`config.mk`:
```
export PLATFORM = sky130hd
export DESIGN_NAME = floor_sum_engine_unit
export DESIGN_NICKNAME = d
export VERILOG_FILES = /design/src/hw/rtl/fse_pkg.sv /design/src/hw/rtl/fse_div.sv /design/src/hw/rtl/floor_sum_engine_unit.sv
export SDC_FILE = /design/constraint.sdc
export NUM_CORES = 2
export LEC_CHECK = 0
export BUFFER_PORTS_ARGS = -buffer_cell sky130_fd_sc_hd__buf_2
export CORE_AREA = 5 5 361 451
export CTS_BUF_LIST = sky130_fd_sc_hd__clkbuf_16
export CTS_CLUSTER_SIZE = 30
export DETAILED_ROUTE_END_ITERATION = 10
export DIE_AREA = 0 0 366 456
export SETUP_SLACK_MARGIN = 0.5
export SYNTH_ARGS = -nofsm -noshare
export SYNTH_HDL_FRONTEND = slang
export SYNTH_SLANG_ARGS = --single-unit
export TNS_END_PERCENT = 50
```
`constraint.sdc`:
```
create_clock -name i_clk -period 19.65 [get_ports i_clk]
set_clock_uncertainty 0.2 [all_clocks]
set_input_delay 2.9475 -clock i_clk [delete_from_list [all_inputs] [get_ports i_clk]]
set_output_delay 2.9475 -clock i_clk [all_outputs]
set_load 0.03 [all_outputs]
```
`src/hw/rtl/fse_pkg.sv`:
```
// ----------------------------------------------------------------------------
// Floor sum engine package
// Shared types and constants for the floor sum engine and its divider.
// ----------------------------------------------------------------------------
package fse_pkg;

    localparam int unsigned SLOPE_W = 24;
    localparam int unsigned WORD_W  = 32;
    localparam int unsigned TOTAL_W = 64;
    localparam int unsigned CNT_W   = 6;

    // Dividend width selector for the shared divider
    typedef enum logic [1:0] {
        DIV_W24,
        DIV_W32,
        DIV_W57
    } t_div_op;

    typedef struct packed {
        logic    start;
        t_div_op op;
    } t_div_req;

    typedef struct packed {
        logic               done;
        logic [TOTAL_W-1:0] quo;
        logic [SLOPE_W-1:0] rem;
    } t_div_rsp;

    // Number of quotient bits produced for each dividend width
    function automatic logic [CNT_W-1:0] div_len(input t_div_op op);
        logic [CNT_W-1:0] len;
        case (op)
            DIV_W24: len = CNT_W'(24);
            DIV_W32: len = CNT_W'(32);
            DIV_W57: len = CNT_W'(57);
            default: len = CNT_W'(32);
        endcase
        return len;
    endfunction

endpackage

```
`src/hw/rtl/fse_div.sv`:
```
// ----------------------------------------------------------------------------
// Floor sum divider
// Restoring radix-2 divider, one quotient bit per cycle, 24-bit divisor.
// ----------------------------------------------------------------------------
module fse_div import fse_pkg::*; (
    input  logic               i_clk,
    input  logic               i_rst_n,
    input  t_div_req           i_req,
    input  logic [TOTAL_W-1:0] i_dividend,
    input  logic [SLOPE_W-1:0] i_divisor,
    output t_div_rsp           o_rsp
);

    logic               r_busy;
    logic               r_done;
    logic [CNT_W-1:0]   r_cnt;
    logic [TOTAL_W-1:0] r_num;
    logic [SLOPE_W-1:0] r_rem;
    logic [SLOPE_W-1:0] r_den;

    logic [TOTAL_W-1:0] aligned;
    logic [SLOPE_W:0]   trial;
    logic               ge;
    logic [SLOPE_W:0]   diff;

    // Left-align the dividend so its top bit enters first
    always_comb begin
        case (i_req.op)
            DIV_W24: aligned = {i_dividend[23:0], 40'd0};
            DIV_W32: aligned = {i_dividend[31:0], 32'd0};
            DIV_W57: aligned = {i_dividend[56:0], 7'd0};
            default: aligned = {i_dividend[31:0], 32'd0};
        endcase
    end

    assign trial = {r_rem, r_num[TOTAL_W-1]};
    assign ge    = trial >= {1'b0, r_den};
    assign diff  = trial - {1'b0, r_den};

    always_ff @(posedge i_clk) begin
        if (!i_rst_n) begin
            r_busy <= 1'b0;
            r_done <= 1'b0;
            r_cnt  <= '0;
        end else begin
            r_done <= 1'b0;
            if (i_req.start) begin
                r_busy <= 1'b1;
                r_cnt  <= div_len(i_req.op) - CNT_W'(1);
            end else if (r_busy) begin
                r_cnt <= r_cnt - CNT_W'(1);
                if (r_cnt == '0) begin
                    r_busy <= 1'b0;
                    r_done <= 1'b1;
                end
            end
        end
    end

    // Datapath: quotient bits shift into the low end of r_num
    always_ff @(posedge i_clk) begin
        if (i_req.start) begin
            r_num <= aligned;
            r_rem <= '0;
            r_den <= i_divisor;
        end else if (r_busy) begin
            r_num <= {r_num[TOTAL_W-2:0], ge};
            r_rem <= ge ? diff[SLOPE_W-1:0] : trial[SLOPE_W-1:0];
        end
    end

    assign o_rsp.done = r_done;
    assign o_rsp.quo  = r_num;
    assign o_rsp.rem  = r_rem;

endmodule

```
`src/hw/rtl/floor_sum_engine_unit.sv`:
```
// ----------------------------------------------------------------------------
// Floor sum engine
// Sum over i = 0..n of floor((a*i + b) / c), modulo 2^64, by the
// Euclidean-like reduction on a shared divider and a shared multiplier.
// ----------------------------------------------------------------------------
// Run time: a zero divisor gives the result straight from the check state,
//   with no division; otherwise it grows with the number of reduction and
//   reflection rounds plus a final round, each of which waits on the
//   bit-serial divider for 24, 32 or 57 quotient bits per division.
// Throughput: one request at a time; busy stays high until the result strobe.
// The result is shown for one cycle with o_valid; the receiver cannot stall.
// Reset: i_rst_n is synchronous, active low; it returns the sequencer to idle,
//   stops the divider and drops o_valid.
// ----------------------------------------------------------------------------
module floor_sum_engine_unit import fse_pkg::*; (
    input  logic               i_clk,
    input  logic               i_rst_n,
    input  logic               start,
    output logic               busy,
    input  logic [SLOPE_W-1:0] i_slope,
    input  logic [WORD_W-1:0]  i_offset,
    input  logic [SLOPE_W-1:0] i_divisor,
    input  logic [WORD_W-1:0]  i_last_index,
    output logic               o_valid,
    output logic [TOTAL_W-1:0] o_floor_total
);

    // Sequencer states, grouped by path:
    //   Z_* closes a zero-slope round, R_* takes the quotients out,
    //   F_* reflects the sum (swap slope and divisor, flip the sign).
    typedef enum logic [3:0] {
        S_IDLE,
        S_CHECK,
        S_Z_DIV,
        S_Z_MUL,
        S_Z_ACC,
        S_R_DIVA,
        S_R_DIVB,
        S_R_TRI,
        S_R_LO,
        S_R_HI,
        S_R_HIACC,
        S_R_NB,
        S_R_NBACC,
        S_F_MUL,
        S_F_ADD,
        S_F_DIV
    } t_state;

    t_state             r_state;
    logic               r_valid;
    logic [TOTAL_W-1:0] r_result;

    // Working set of the reduction
    logic [SLOPE_W-1:0] r_a;
    logic [WORD_W-1:0]  r_b;
    logic [SLOPE_W-1:0] r_c;
    logic [WORD_W-1:0]  r_n;
    logic               r_neg;
    logic [TOTAL_W-1:0] r_total;

    // Quotients, remainders and products
    logic [SLOPE_W-1:0] r_qa;
    logic [SLOPE_W-1:0] r_ra;
    logic [WORD_W-1:0]  r_qb;
    logic [SLOPE_W-1:0] r_rb;
    logic [WORD_W-1:0]  r_top;
    logic [TOTAL_W-1:0] r_tri;
    logic [TOTAL_W-1:0] r_prod;

    t_div_req           div_req;
    t_div_rsp           div_rsp;
    logic [TOTAL_W-1:0] div_dividend;

    logic [WORD_W-1:0]  mul_x;
    logic [WORD_W-1:0]  mul_y;
    logic [WORD_W-1:0]  tri_x;
    logic [WORD_W-1:0]  tri_y;
    logic [TOTAL_W-1:0] acc_add;
    logic [TOTAL_W-1:0] acc_total;
    logic               need_reduce;
    logic               top_zero;

    // ------------------------------------------------------------------
    // Shared divider
    // ------------------------------------------------------------------
    fse_div u_div (
        .i_clk      (i_clk),
        .i_rst_n    (i_rst_n),
        .i_req      (div_req),
        .i_dividend (div_dividend),
        .i_divisor  (r_c),
        .o_rsp      (div_rsp)
    );

    assign need_reduce = (r_a >= r_c) || (r_b >= WORD_W'(r_c));
    assign top_zero    = (div_rsp.quo == '0);

    // Issue divisions: a/c and b/c for a reduction, b/c for a zero slope,
    // (a*n + b)/c for a reflection.
    always_comb begin
        div_req.start = 1'b0;
        div_req.op    = DIV_W32;
        div_dividend  = TOTAL_W'(r_b);
        case (r_state)
            S_CHECK: begin
                if (r_c != '0) begin
                    if (r_a == '0) begin
                        div_req.start = 1'b1;
                    end else if (need_reduce) begin
                        div_req.start = 1'b1;
                        div_req.op    = DIV_W24;
                        div_dividend  = TOTAL_W'(r_a);
                    end
                end
            end
            S_R_DIVA: begin
                div_req.start = div_rsp.done;
            end
            S_F_ADD: begin
                div_req.start = 1'b1;
                div_req.op    = DIV_W57;
                div_dividend  = TOTAL_W'(r_prod[56:0]) + TOTAL_W'(r_b);
            end
            default: begin
                div_req.start = 1'b0;
            end
        endcase
    end

    // ------------------------------------------------------------------
    // Shared 32x32 multiplier, product registered every cycle
    // ------------------------------------------------------------------
    // n*(n+1)/2 as one product: halve whichever factor is even.
    assign tri_x = r_n[0] ? r_n : (r_n >> 1);
    assign tri_y = r_n[0] ? ((r_n >> 1) + WORD_W'(1)) : (r_n + WORD_W'(1));

    always_comb begin
        mul_x = '0;
        mul_y = '0;
        case (r_state)
            S_Z_MUL, S_R_NB: begin
                mul_x = r_n;
                mul_y = r_qb;
            end
            S_R_TRI: begin
                mul_x = tri_x;
                mul_y = tri_y;
            end
            S_R_LO: begin
                mul_x = r_prod[31:0];
                mul_y = WORD_W'(r_qa);
            end
            S_R_HI: begin
                mul_x = r_tri[63:32];
                mul_y = WORD_W'(r_qa);
            end
            S_F_MUL: begin
                mul_x = WORD_W'(r_a);
                mul_y = r_n;
            end
            S_F_ADD: begin
                mul_x = '0;
                mul_y = '0;
            end
            default: begin
                // Reflection term n*top once the quotient is in r_top
                mul_x = r_n;
                mul_y = r_top;
            end
        endcase
    end

    always_ff @(posedge i_clk) begin
        r_prod <= TOTAL_W'(mul_x) * TOTAL_W'(mul_y);
    end

    // ------------------------------------------------------------------
    // Signed accumulation modulo 2^64
    // ------------------------------------------------------------------
    // (n+1)*q is taken as n*q + q so that every factor fits 32 bits.
    always_comb begin
        case (r_state)
            S_Z_ACC, S_R_NBACC: acc_add = r_prod + TOTAL_W'(r_qb);
            S_R_HI:             acc_add = r_prod;
            S_R_HIACC:          acc_add = {r_prod[31:0], 32'd0};
            S_F_DIV:            acc_add = r_prod;
            default:            acc_add = '0;
        endcase
    end

    assign acc_total = r_neg ? (r_total - acc_add) : (r_total + acc_add);

    // ------------------------------------------------------------------
    // Sequencer
    // ------------------------------------------------------------------
    // S_F_DIV doubles as the reflection accumulate step: after the quotient
    // lands in r_top it stays in the state while r_mul_wait marks the cycle
    // that forms n*top, and r_refl_acc the cycle that adds it.
    logic r_refl_acc;
    logic r_mul_wait;

    always_ff @(posedge i_clk) begin
        if (!i_rst_n) begin
            r_state    <= S_IDLE;
            r_valid    <= 1'b0;
            r_refl_acc <= 1'b0;
        end else begin
            r_valid <= 1'b0;
            case (r_state)
                S_IDLE: begin
                    if (start) begin
                        r_a     <= i_slope;
                        r_b     <= i_offset;
                        r_c     <= i_divisor;
                        r_n     <= i_last_index;
                        r_neg   <= 1'b0;
                        r_total <= '0;
                        r_state <= S_CHECK;
                    end
                end
                S_CHECK: begin
                    if (r_c == '0) begin
                        // Zero divisor: result is zero
                        r_result <= '0;
                        r_valid  <= 1'b1;
                        r_state  <= S_IDLE;
                    end else if (r_a == '0) begin
                        r_state <= S_Z_DIV;
                    end else if (need_reduce) begin
                        r_state <= S_R_DIVA;
                    end else begin
                        r_state <= S_F_MUL;
                    end
                end
                S_Z_DIV: begin
                    if (div_rsp.done) begin
                        r_qb    <= div_rsp.quo[31:0];
                        r_state <= S_Z_MUL;
                    end
                end
                S_Z_MUL: begin
                    r_state <= S_Z_ACC;
                end
                S_Z_ACC: begin
                    r_total  <= acc_total;
                    r_result <= acc_total;
                    r_valid  <= 1'b1;
                    r_state  <= S_IDLE;
                end
                S_R_DIVA: begin
                    if (div_rsp.done) begin
                        r_qa    <= div_rsp.quo[23:0];
                        r_ra    <= div_rsp.rem;
                        r_state <= S_R_DIVB;
                    end
                end
                S_R_DIVB: begin
                    if (div_rsp.done) begin
                        r_qb    <= div_rsp.quo[31:0];
                        r_rb    <= div_rsp.rem;
                        r_state <= S_R_TRI;
                    end
                end
                S_R_TRI: begin
                    r_state <= S_R_LO;
                end
                S_R_LO: begin
                    // Hold the triangle number while its low half is scaled
                    r_tri   <= r_prod;
                    r_state <= S_R_HI;
                end
                S_R_HI: begin
                    r_total <= acc_total;
                    r_state <= S_R_HIACC;
                end
                S_R_HIACC: begin
                    r_total <= acc_total;
                    r_state <= S_R_NB;
                end
                S_R_NB: begin
                    r_state <= S_R_NBACC;
                end
                S_R_NBACC: begin
                    r_total <= acc_total;
                    r_a     <= r_ra;
                    r_b     <= WORD_W'(r_rb);
                    r_state <= S_CHECK;
                end
                S_F_MUL: begin
                    r_state <= S_F_ADD;
                end
                S_F_ADD: begin
                    r_refl_acc <= 1'b0;
                    r_state    <= S_F_DIV;
                end
                S_F_DIV: begin
                    if (r_refl_acc) begin
                        // Add n*top, then swap roles and flip the sign
                        r_refl_acc <= 1'b0;
                        r_total    <= acc_total;
                        r_neg      <= ~r_neg;
                        r_a        <= r_c;
                        r_c        <= r_a;
                        r_b        <= WORD_W'(r_c - r_b[SLOPE_W-1:0] - SLOPE_W'(1));
                        r_n        <= r_top - WORD_W'(1);
                        r_state    <= S_CHECK;
                    end else if (r_mul_wait) begin
                        // n*top is formed this cycle; add it on the next
                        r_refl_acc <= 1'b1;
                    end else if (div_rsp.done) begin
                        if (top_zero) begin
                            r_result <= r_total;
                            r_valid  <= 1'b1;
                            r_state  <= S_IDLE;
                        end else begin
                            // Next cycle forms n*top, the one after adds it
                            r_top <= div_rsp.quo[31:0];
                        end
                    end
                end
                default: begin
                    r_state <= S_IDLE;
                end
            endcase
        end
    end

    // ------------------------------------------------------------------
    // The reflection product: r_top is written on the quotient cycle, the
    // multiplier forms n*top the cycle after (default operand arm), and
    // r_refl_acc marks the cycle in which r_prod holds it.
    // ------------------------------------------------------------------
    always_ff @(posedge i_clk) begin
        if (!i_rst_n) begin
            r_mul_wait <= 1'b0;
        end else begin
            r_mul_wait <= (r_state == S_F_DIV) && !r_refl_acc && div_rsp.done && !top_zero;
        end
    end

    assign busy          = (r_state != S_IDLE);
    assign o_valid       = r_valid;
    assign o_floor_total = r_result;

`ifndef SYNTHESIS
    a_strobe_single: assert property (@(posedge i_clk) disable iff (!i_rst_n)
        o_valid |=> !o_valid)
        else $error("result strobe held for more than one cycle");

    a_strobe_idle: assert property (@(posedge i_clk) disable iff (!i_rst_n)
        o_valid |-> !busy)
        else $error("result strobe while still busy");

    a_accept_busy: assert property (@(posedge i_clk) disable iff (!i_rst_n)
        (start && !busy) |=> busy)
        else $error("accepted request did not raise busy");

    a_div_done_wait: assert property (@(posedge i_clk) disable iff (!i_rst_n)
        div_rsp.done |-> (r_state == S_Z_DIV || r_state == S_R_DIVA ||
                          r_state == S_R_DIVB || r_state == S_F_DIV))
        else $error("divider finished outside a wait state");
`endif

endmodule
```
---- Word level (Yosys, flattened, before mapping) ----
Index checks and enable logic that the tools add are counted.
storage, ports and cells
  register bits ........................... 632
  output and inout bits ................... 66
  logic and storage cells ................. 186
cells by class
  add/sub/neg operators ................... 12
  multiply operators ...................... 1
  magnitude comparators ................... 3
  equal/unequal tests ..................... 29
  muxes and demuxes ....................... 74
  bitwise logic cells ..................... 6
  reductions and logical operators ........ 37
operators with widths
  kind                                                              number
  64-bit two-way mux                                                10
  64-bit case mux with 3 select lines                               3
  32-bit case mux with 5 select lines                               2
  32-bit two-way mux                                                8
  64-bit case mux with 2 select lines                               1
  24-bit two-way mux                                                5
  57-bit case mux with 2 select lines                               1
  32-bit case mux with 3 select lines                               1
  24-bit case mux with 3 select lines                               1
  64-bit by 32-bit adder with 64-bit output                         1
  64-bit adder                                                      1
  64-bit logical NOT                                                1
  32-bit by 32-bit multiplier with 64-bit output                    1
  32-bit case mux with 2 select lines                               1
  4-bit case mux with 16 select lines                               1
  64-bit subtractor                                                 1
  57-bit by 32-bit adder with 57-bit output                         1
  57-bit two-way mux                                                1
  24-bit logical NOT                                                2
  24-bit case mux with 2 select lines                               1
  4-bit two-way mux                                                 11
  31-bit by 1-bit adder with 32-bit output (second input constant)  1
  32-bit by 1-bit adder with 32-bit output (second input constant)  1
  4-bit equality test (second input constant)                       8
  other kinds (43)                                                  97

---- Longest topological paths before layout ----
  depth in word-level cells ............... 12
  gate-level depth with buffers ........... 49

---- Modules after synthesis ----
From an unflattened synthesis, not the netlist that was laid out.
unflattened totals
  cells, all modules ...................... 8154
  area total of the unflattened synthesis .. 73755.7 um^2
modules (own cells, without submodules)
  module                 instances  cells an instance  area an instance (um^2)
  floor_sum_engine_unit  1          7501               67008.0
  fse_div                1          653                6747.7

---- Least setup slack after synthesis ----
OpenSTA, ideal clock, no wires.
  path kind ............................... register to register
  start point ............................. reg r_n[0]
  end point ............................... reg r_prod[63]
  arrival ................................. 11.283 ns
  required time ........................... 19.378 ns
  setup slack ............................. 8.095 ns
  cell stages (with the launch flop) ...... 46
  cell sequence ........................... edfxtp_1 -> clkbuf_1 -> clkbuf_1 -> buf_1 -> buf_1 -> clkbuf_1 -> mux2_2 -> ha_1 -> o2111a_1 -> and4_1 -> clkbuf_1 -> and2_1 -> nor3b_1 -> and3_1 -> clkbuf_1 -> nand3_1 -> xnor2_1 -> nor2_1 -> [... 10 more ...] -> fa_1 -> fa_1 -> fa_1 -> fa_1 -> ha_1 -> and3_1 -> and2_1 -> a21oi_1 -> nand2_1 -> nand2_1 -> nand3_1 -> o21ai_0 -> o21bai_1 -> a221oi_1 -> o211ai_1 -> or3b_2 -> a31oi_1 -> xnor2_1
between the ends
  word-level cells in the longest chain between the ends .. 4
RTL lines
  what                                              RTL line                      source
  from (decl)                                       floor_sum_engine_unit.sv:58   logic [WORD_W-1:0] r_n;
  from (signal assigned)                            floor_sum_engine_unit.sv:216  r_n <= i_last_index;
  from (signal assigned)                            floor_sum_engine_unit.sv:306  r_n <= r_top - WORD_W'(1);
  32-bit by 1-bit adder with 32-bit output          floor_sum_engine_unit.sv:136  assign tri_y = r_n[0] ? ((r_n >> 1) + WORD_W'(1)) : (r_n + WORD_W'(1));
  32-bit two-way mux                                floor_sum_engine_unit.sv:136
  32-bit case mux with 5 select lines               floor_sum_engine_unit.sv:141  case (r_state)
  32-bit by 32-bit multiplier with 64-bit output *  floor_sum_engine_unit.sv:175  r_prod <= TOTAL_W'(mul_x) * TOTAL_W'(mul_y);
  to (signal assigned)                              floor_sum_engine_unit.sv:175
  to (decl)                                         floor_sum_engine_unit.sv:69   logic [TOTAL_W-1:0] r_prod;
Every way passes the cells marked *; elsewhere a longest branch is shown, timed or not.
A chain may end at the register's enable or synchronous reset.

---- Worst setup path in the final report ----
Same ends and word-level chain as after synthesis.

==> impl_metrics.env <==
export IMPL_synth_cell_types=94
export IMPL_cts_sinks=600
export IMPL_tns_ns=0
export IMPL_io_pins=181
export IMPL_die_y_um=456
export IMPL_drv_cap=0
export IMPL_critPathMaxStageDelay_ns=0.61
export IMPL_synth_compound_area_share_pct=14.7
export IMPL_fin_crit_ns=12.63
export IMPL_synthSimpleGateAreaFrac_pct=15.8
export IMPL_start_util_pct=46.7
export IMPL_gp_congestion=1.01
export IMPL_area_delta_synth_final_pct=7.85
export IMPL_hold_viol=0
export IMPL_async_flop_share_pct=0
export IMPL_ant_nets=0
export IMPL_max_freq_mhz=79.2
export IMPL_avgSynthCellArea_um2=8.90
export IMPL_r2r_start="r_n[0]"
export IMPL_cts_setup_buffers=0
export IMPL_tightest_slew_ns=1.28
export IMPL_drt_first_pass_iters=11
export IMPL_path_class="reg -> reg"
export IMPL_syn_nets=9779
export IMPL_cts_buffers_inserted=68
export IMPL_cp_start_kind="flop"
export IMPL_muxShareOfSynthArea_pct=1.30
export IMPL_whs_endpoint="r_ra[15]"
export IMPL_num_vias=64000
export IMPL_antenna_found_initial=28
export IMPL_syn_instance_count=8272
export IMPL_drtIter0Drc=6707
export IMPL_core_area_um2=158000
export IMPL_crit_slowest_cell="a222oi_1"
export IMPL_ys_seq_elements=600
export IMPL_postCtsResizedCells=0
export IMPL_hold_buffers=0
export IMPL_synth_edf_count=497
export IMPL_setup_viol=0
export IMPL_hold_start="u_div.r_rem[15]"
export IMPL_rows=163
export IMPL_ys_warn_count=0
export IMPL_portBuffers=180
export IMPL_clk_pin_slew_worst_paths_ns=0.06
export IMPL_synthXorXnorAreaFrac_pct=4.09
export IMPL_crit_arrival_ns=13.03
export IMPL_dp_hpwl_um=230000
export IMPL_ys_seq_area_share_pct=23.1
export IMPL_relSlewSlack_pct=13.7
export IMPL_die_area_um2=167000
export IMPL_rsz0062_at_grt="false"
export IMPL_hp_class="reg -> reg"
export IMPL_num_fill_cells=15000
export IMPL_wire_per_inst_um=28.8
export IMPL_rrSetupSlack_ns=7.02
export IMPL_cts_tree="built"
export IMPL_crit_start="r_n[0]"
export IMPL_max_clock_path_buffers=3
export IMPL_cp_required_ns=20.06
export IMPL_globalRouteOverflowTotal=0
export IMPL_cts_root_buf="clkbuf_16"
export IMPL_crit_fanout=51
export IMPL_cp_end_kind="flop"
export IMPL_grtUsageTotal_pct=35.2
export IMPL_r2r_cells=41
export IMPL_via_per_inst=6.16
export IMPL_ys_flop_type="edfxtp_1"
export IMPL_die_w_um=366
export IMPL_timing_final_crit_share_pct=64.3
export IMPL_drc=0
export IMPL_outcome="completed"
export IMPL_grt_pass1_vias=64400
export IMPL_grt_pass1_wl_um=435000
export IMPL_synthAdderAreaFrac_pct=32.8
export IMPL_drive_gt1_share_pct=7.12
export IMPL_synth_top_family_by_area="adder cells"
export IMPL_syn_area_um2=73600
export IMPL_r2r_end="r_prod[63]"
export IMPL_whs_path_depth=0
export IMPL_clock_latency_ns=0.70
export IMPL_slew_viol_final=0
export IMPL_nets=9760
export IMPL_h_tree_depth=3
export IMPL_wirelength_um=300000
export IMPL_grt_max_degree=99
export IMPL_crit_top_cell="fa_1"
[layer usage]
metal / part of all wire [%] / GRT usage, % / wire length, um / vias to the layer above
li1: - / - / - / 27700
met1: 36 / 42.1 / 109000 / 32100
met2: 46 / 57.2 / 138000 / 3307
met3: 8.5 / 6.57 / 25500 / 959
met4: 9.0 / 25.3 / 27000 / 8
met5: 0.015 / 0 / 44 / -
[through the flow]
step,std cells,area [um2],setup slack (ns),utilization (%),hold slack (ns)
detailed placement,10200,77200,7.31,49.0,0.316
finish,10400,79400,7.02,50.4,0.329
floorplan,8272,73600,8.09,-,0.203
global placement,10200,77200,7.33,49.0,0.314
global route,10400,79400,6.46,50.4,0.343
CTS,10400,79400,7.25,50.3,0.325
[kinds of logic after synthesis]
kind of cell | after synthesis
and+or+nand+nor | 2587
AOI/OAI and AO/OA | 1643
buffers and inverters | 1614
DFF | 600
adders and majority gates | 1392
xor gates and xnor gates | 344
muxes | 92
[worst max-delay path by stage]
| stage | end | slack (ns) | depth (start not counted) |
|---|---|---|---|
| final | r_prod[63] | 7.02 | 41 |
| after global routing | r_prod[63] | 6.46 | 39 |
| after CTS | r_prod[63] | 7.25 | 41 |
| after detailed placement | r_prod[63] | 7.31 | 41 |
| after global placement | r_prod[63] | 7.33 | 41 |
| after floorplan | r_prod[63] | 8.09 | 45 |
[registers in the layout, indices dropped and copies added (netlist names), 32 cells and up]
| name | count |
|---|---|
| u_div.r_num | 64 |
| r_top | 32 |
| r_qb | 32 |
| r_total | 64 |
| o_floor_total | 64 |
| r_b | 32 |
| r_prod | 64 |
| r_tri | 32 |
| r_n | 32 |
[area by class of cell]
class                      count  area, um2  area share (%)
antenna                       21       52.6          0.0662
clock buffer                  69       1730            2.17
clock inverter                57        447           0.562
inverter                    1172       4400            5.54
multi-input combinational   6058      51000            64.2
sequential                   600      17000            21.4
tap                         2062       2580            3.25
timing repair buffer         353       2200            2.77
[synthesized netlist by cell type, types with 63 or more instances]
| cell | instances | share of area (%) |
|---|---|---|
| a21o_1 | 149 | 1.5 |
| a21oi_1 | 452 | 3.1 |
| a22o_1 | 70 | 0.83 |
| and2_1 | 145 | 1.2 |
| clkbuf_1 | 381 | 1.9 |
| dfxtp_1 | 103 | 2.8 |
| edfxtp_1 | 497 | 20 |
| fa_1 | 901 | 24 |
| ha_1 | 491 | 8.3 |
| inv_1 | 1170 | 6.0 |
| nand2_1 | 1055 | 5.4 |
| nand2b_1 | 69 | 0.59 |
| nand3_1 | 141 | 0.96 |
| nand4_1 | 63 | 0.54 |
| nor2_1 | 722 | 3.7 |
| nor3_1 | 110 | 0.75 |
| nor4_1 | 63 | 0.54 |
| o21ai_0 | 328 | 2.2 |
| xnor2_1 | 199 | 2.4 |
| xor2_1 | 145 | 1.7 |
[cells in the final DEF, fill, tap and decap left out, types with 61 or more instances in the layout]
cell and count:
xor2_1 145, a22o_1 70, buf_2 180, inv_1 1193
nand4_1 63, xnor2_1 199, fa_1 901, clkbuf_16 69
a21oi_1 450, nor3_1 105, nand3_1 139, o21a_1 61
nor2_1 711, nand2b_1 69, dfxtp_1 101, a21o_1 149
buf_4 173, o22ai_1 61, nor4_1 61, and2_1 142
ha_1 491, o21ai_0 319, nand2_1 1053, edfxtp_1 497
[critical path, delay by kind of cell (launching register included)]
family                   cells  cell delay [ns]
AO/OA/AOI/OAI               11             3.04
XOR/XNOR                     1             0.14
adder cells (fa/ha/maj)     10             4.55
buffers and inverters        5             1.12
flip-flops                   1             0.32
multiplexers                 1             0.27
AND/OR/NAND/NOR             13             2.95
Power is not shown: default switching activity piles up to over one toggle a cycle in this logic, so the estimate is an artifact.
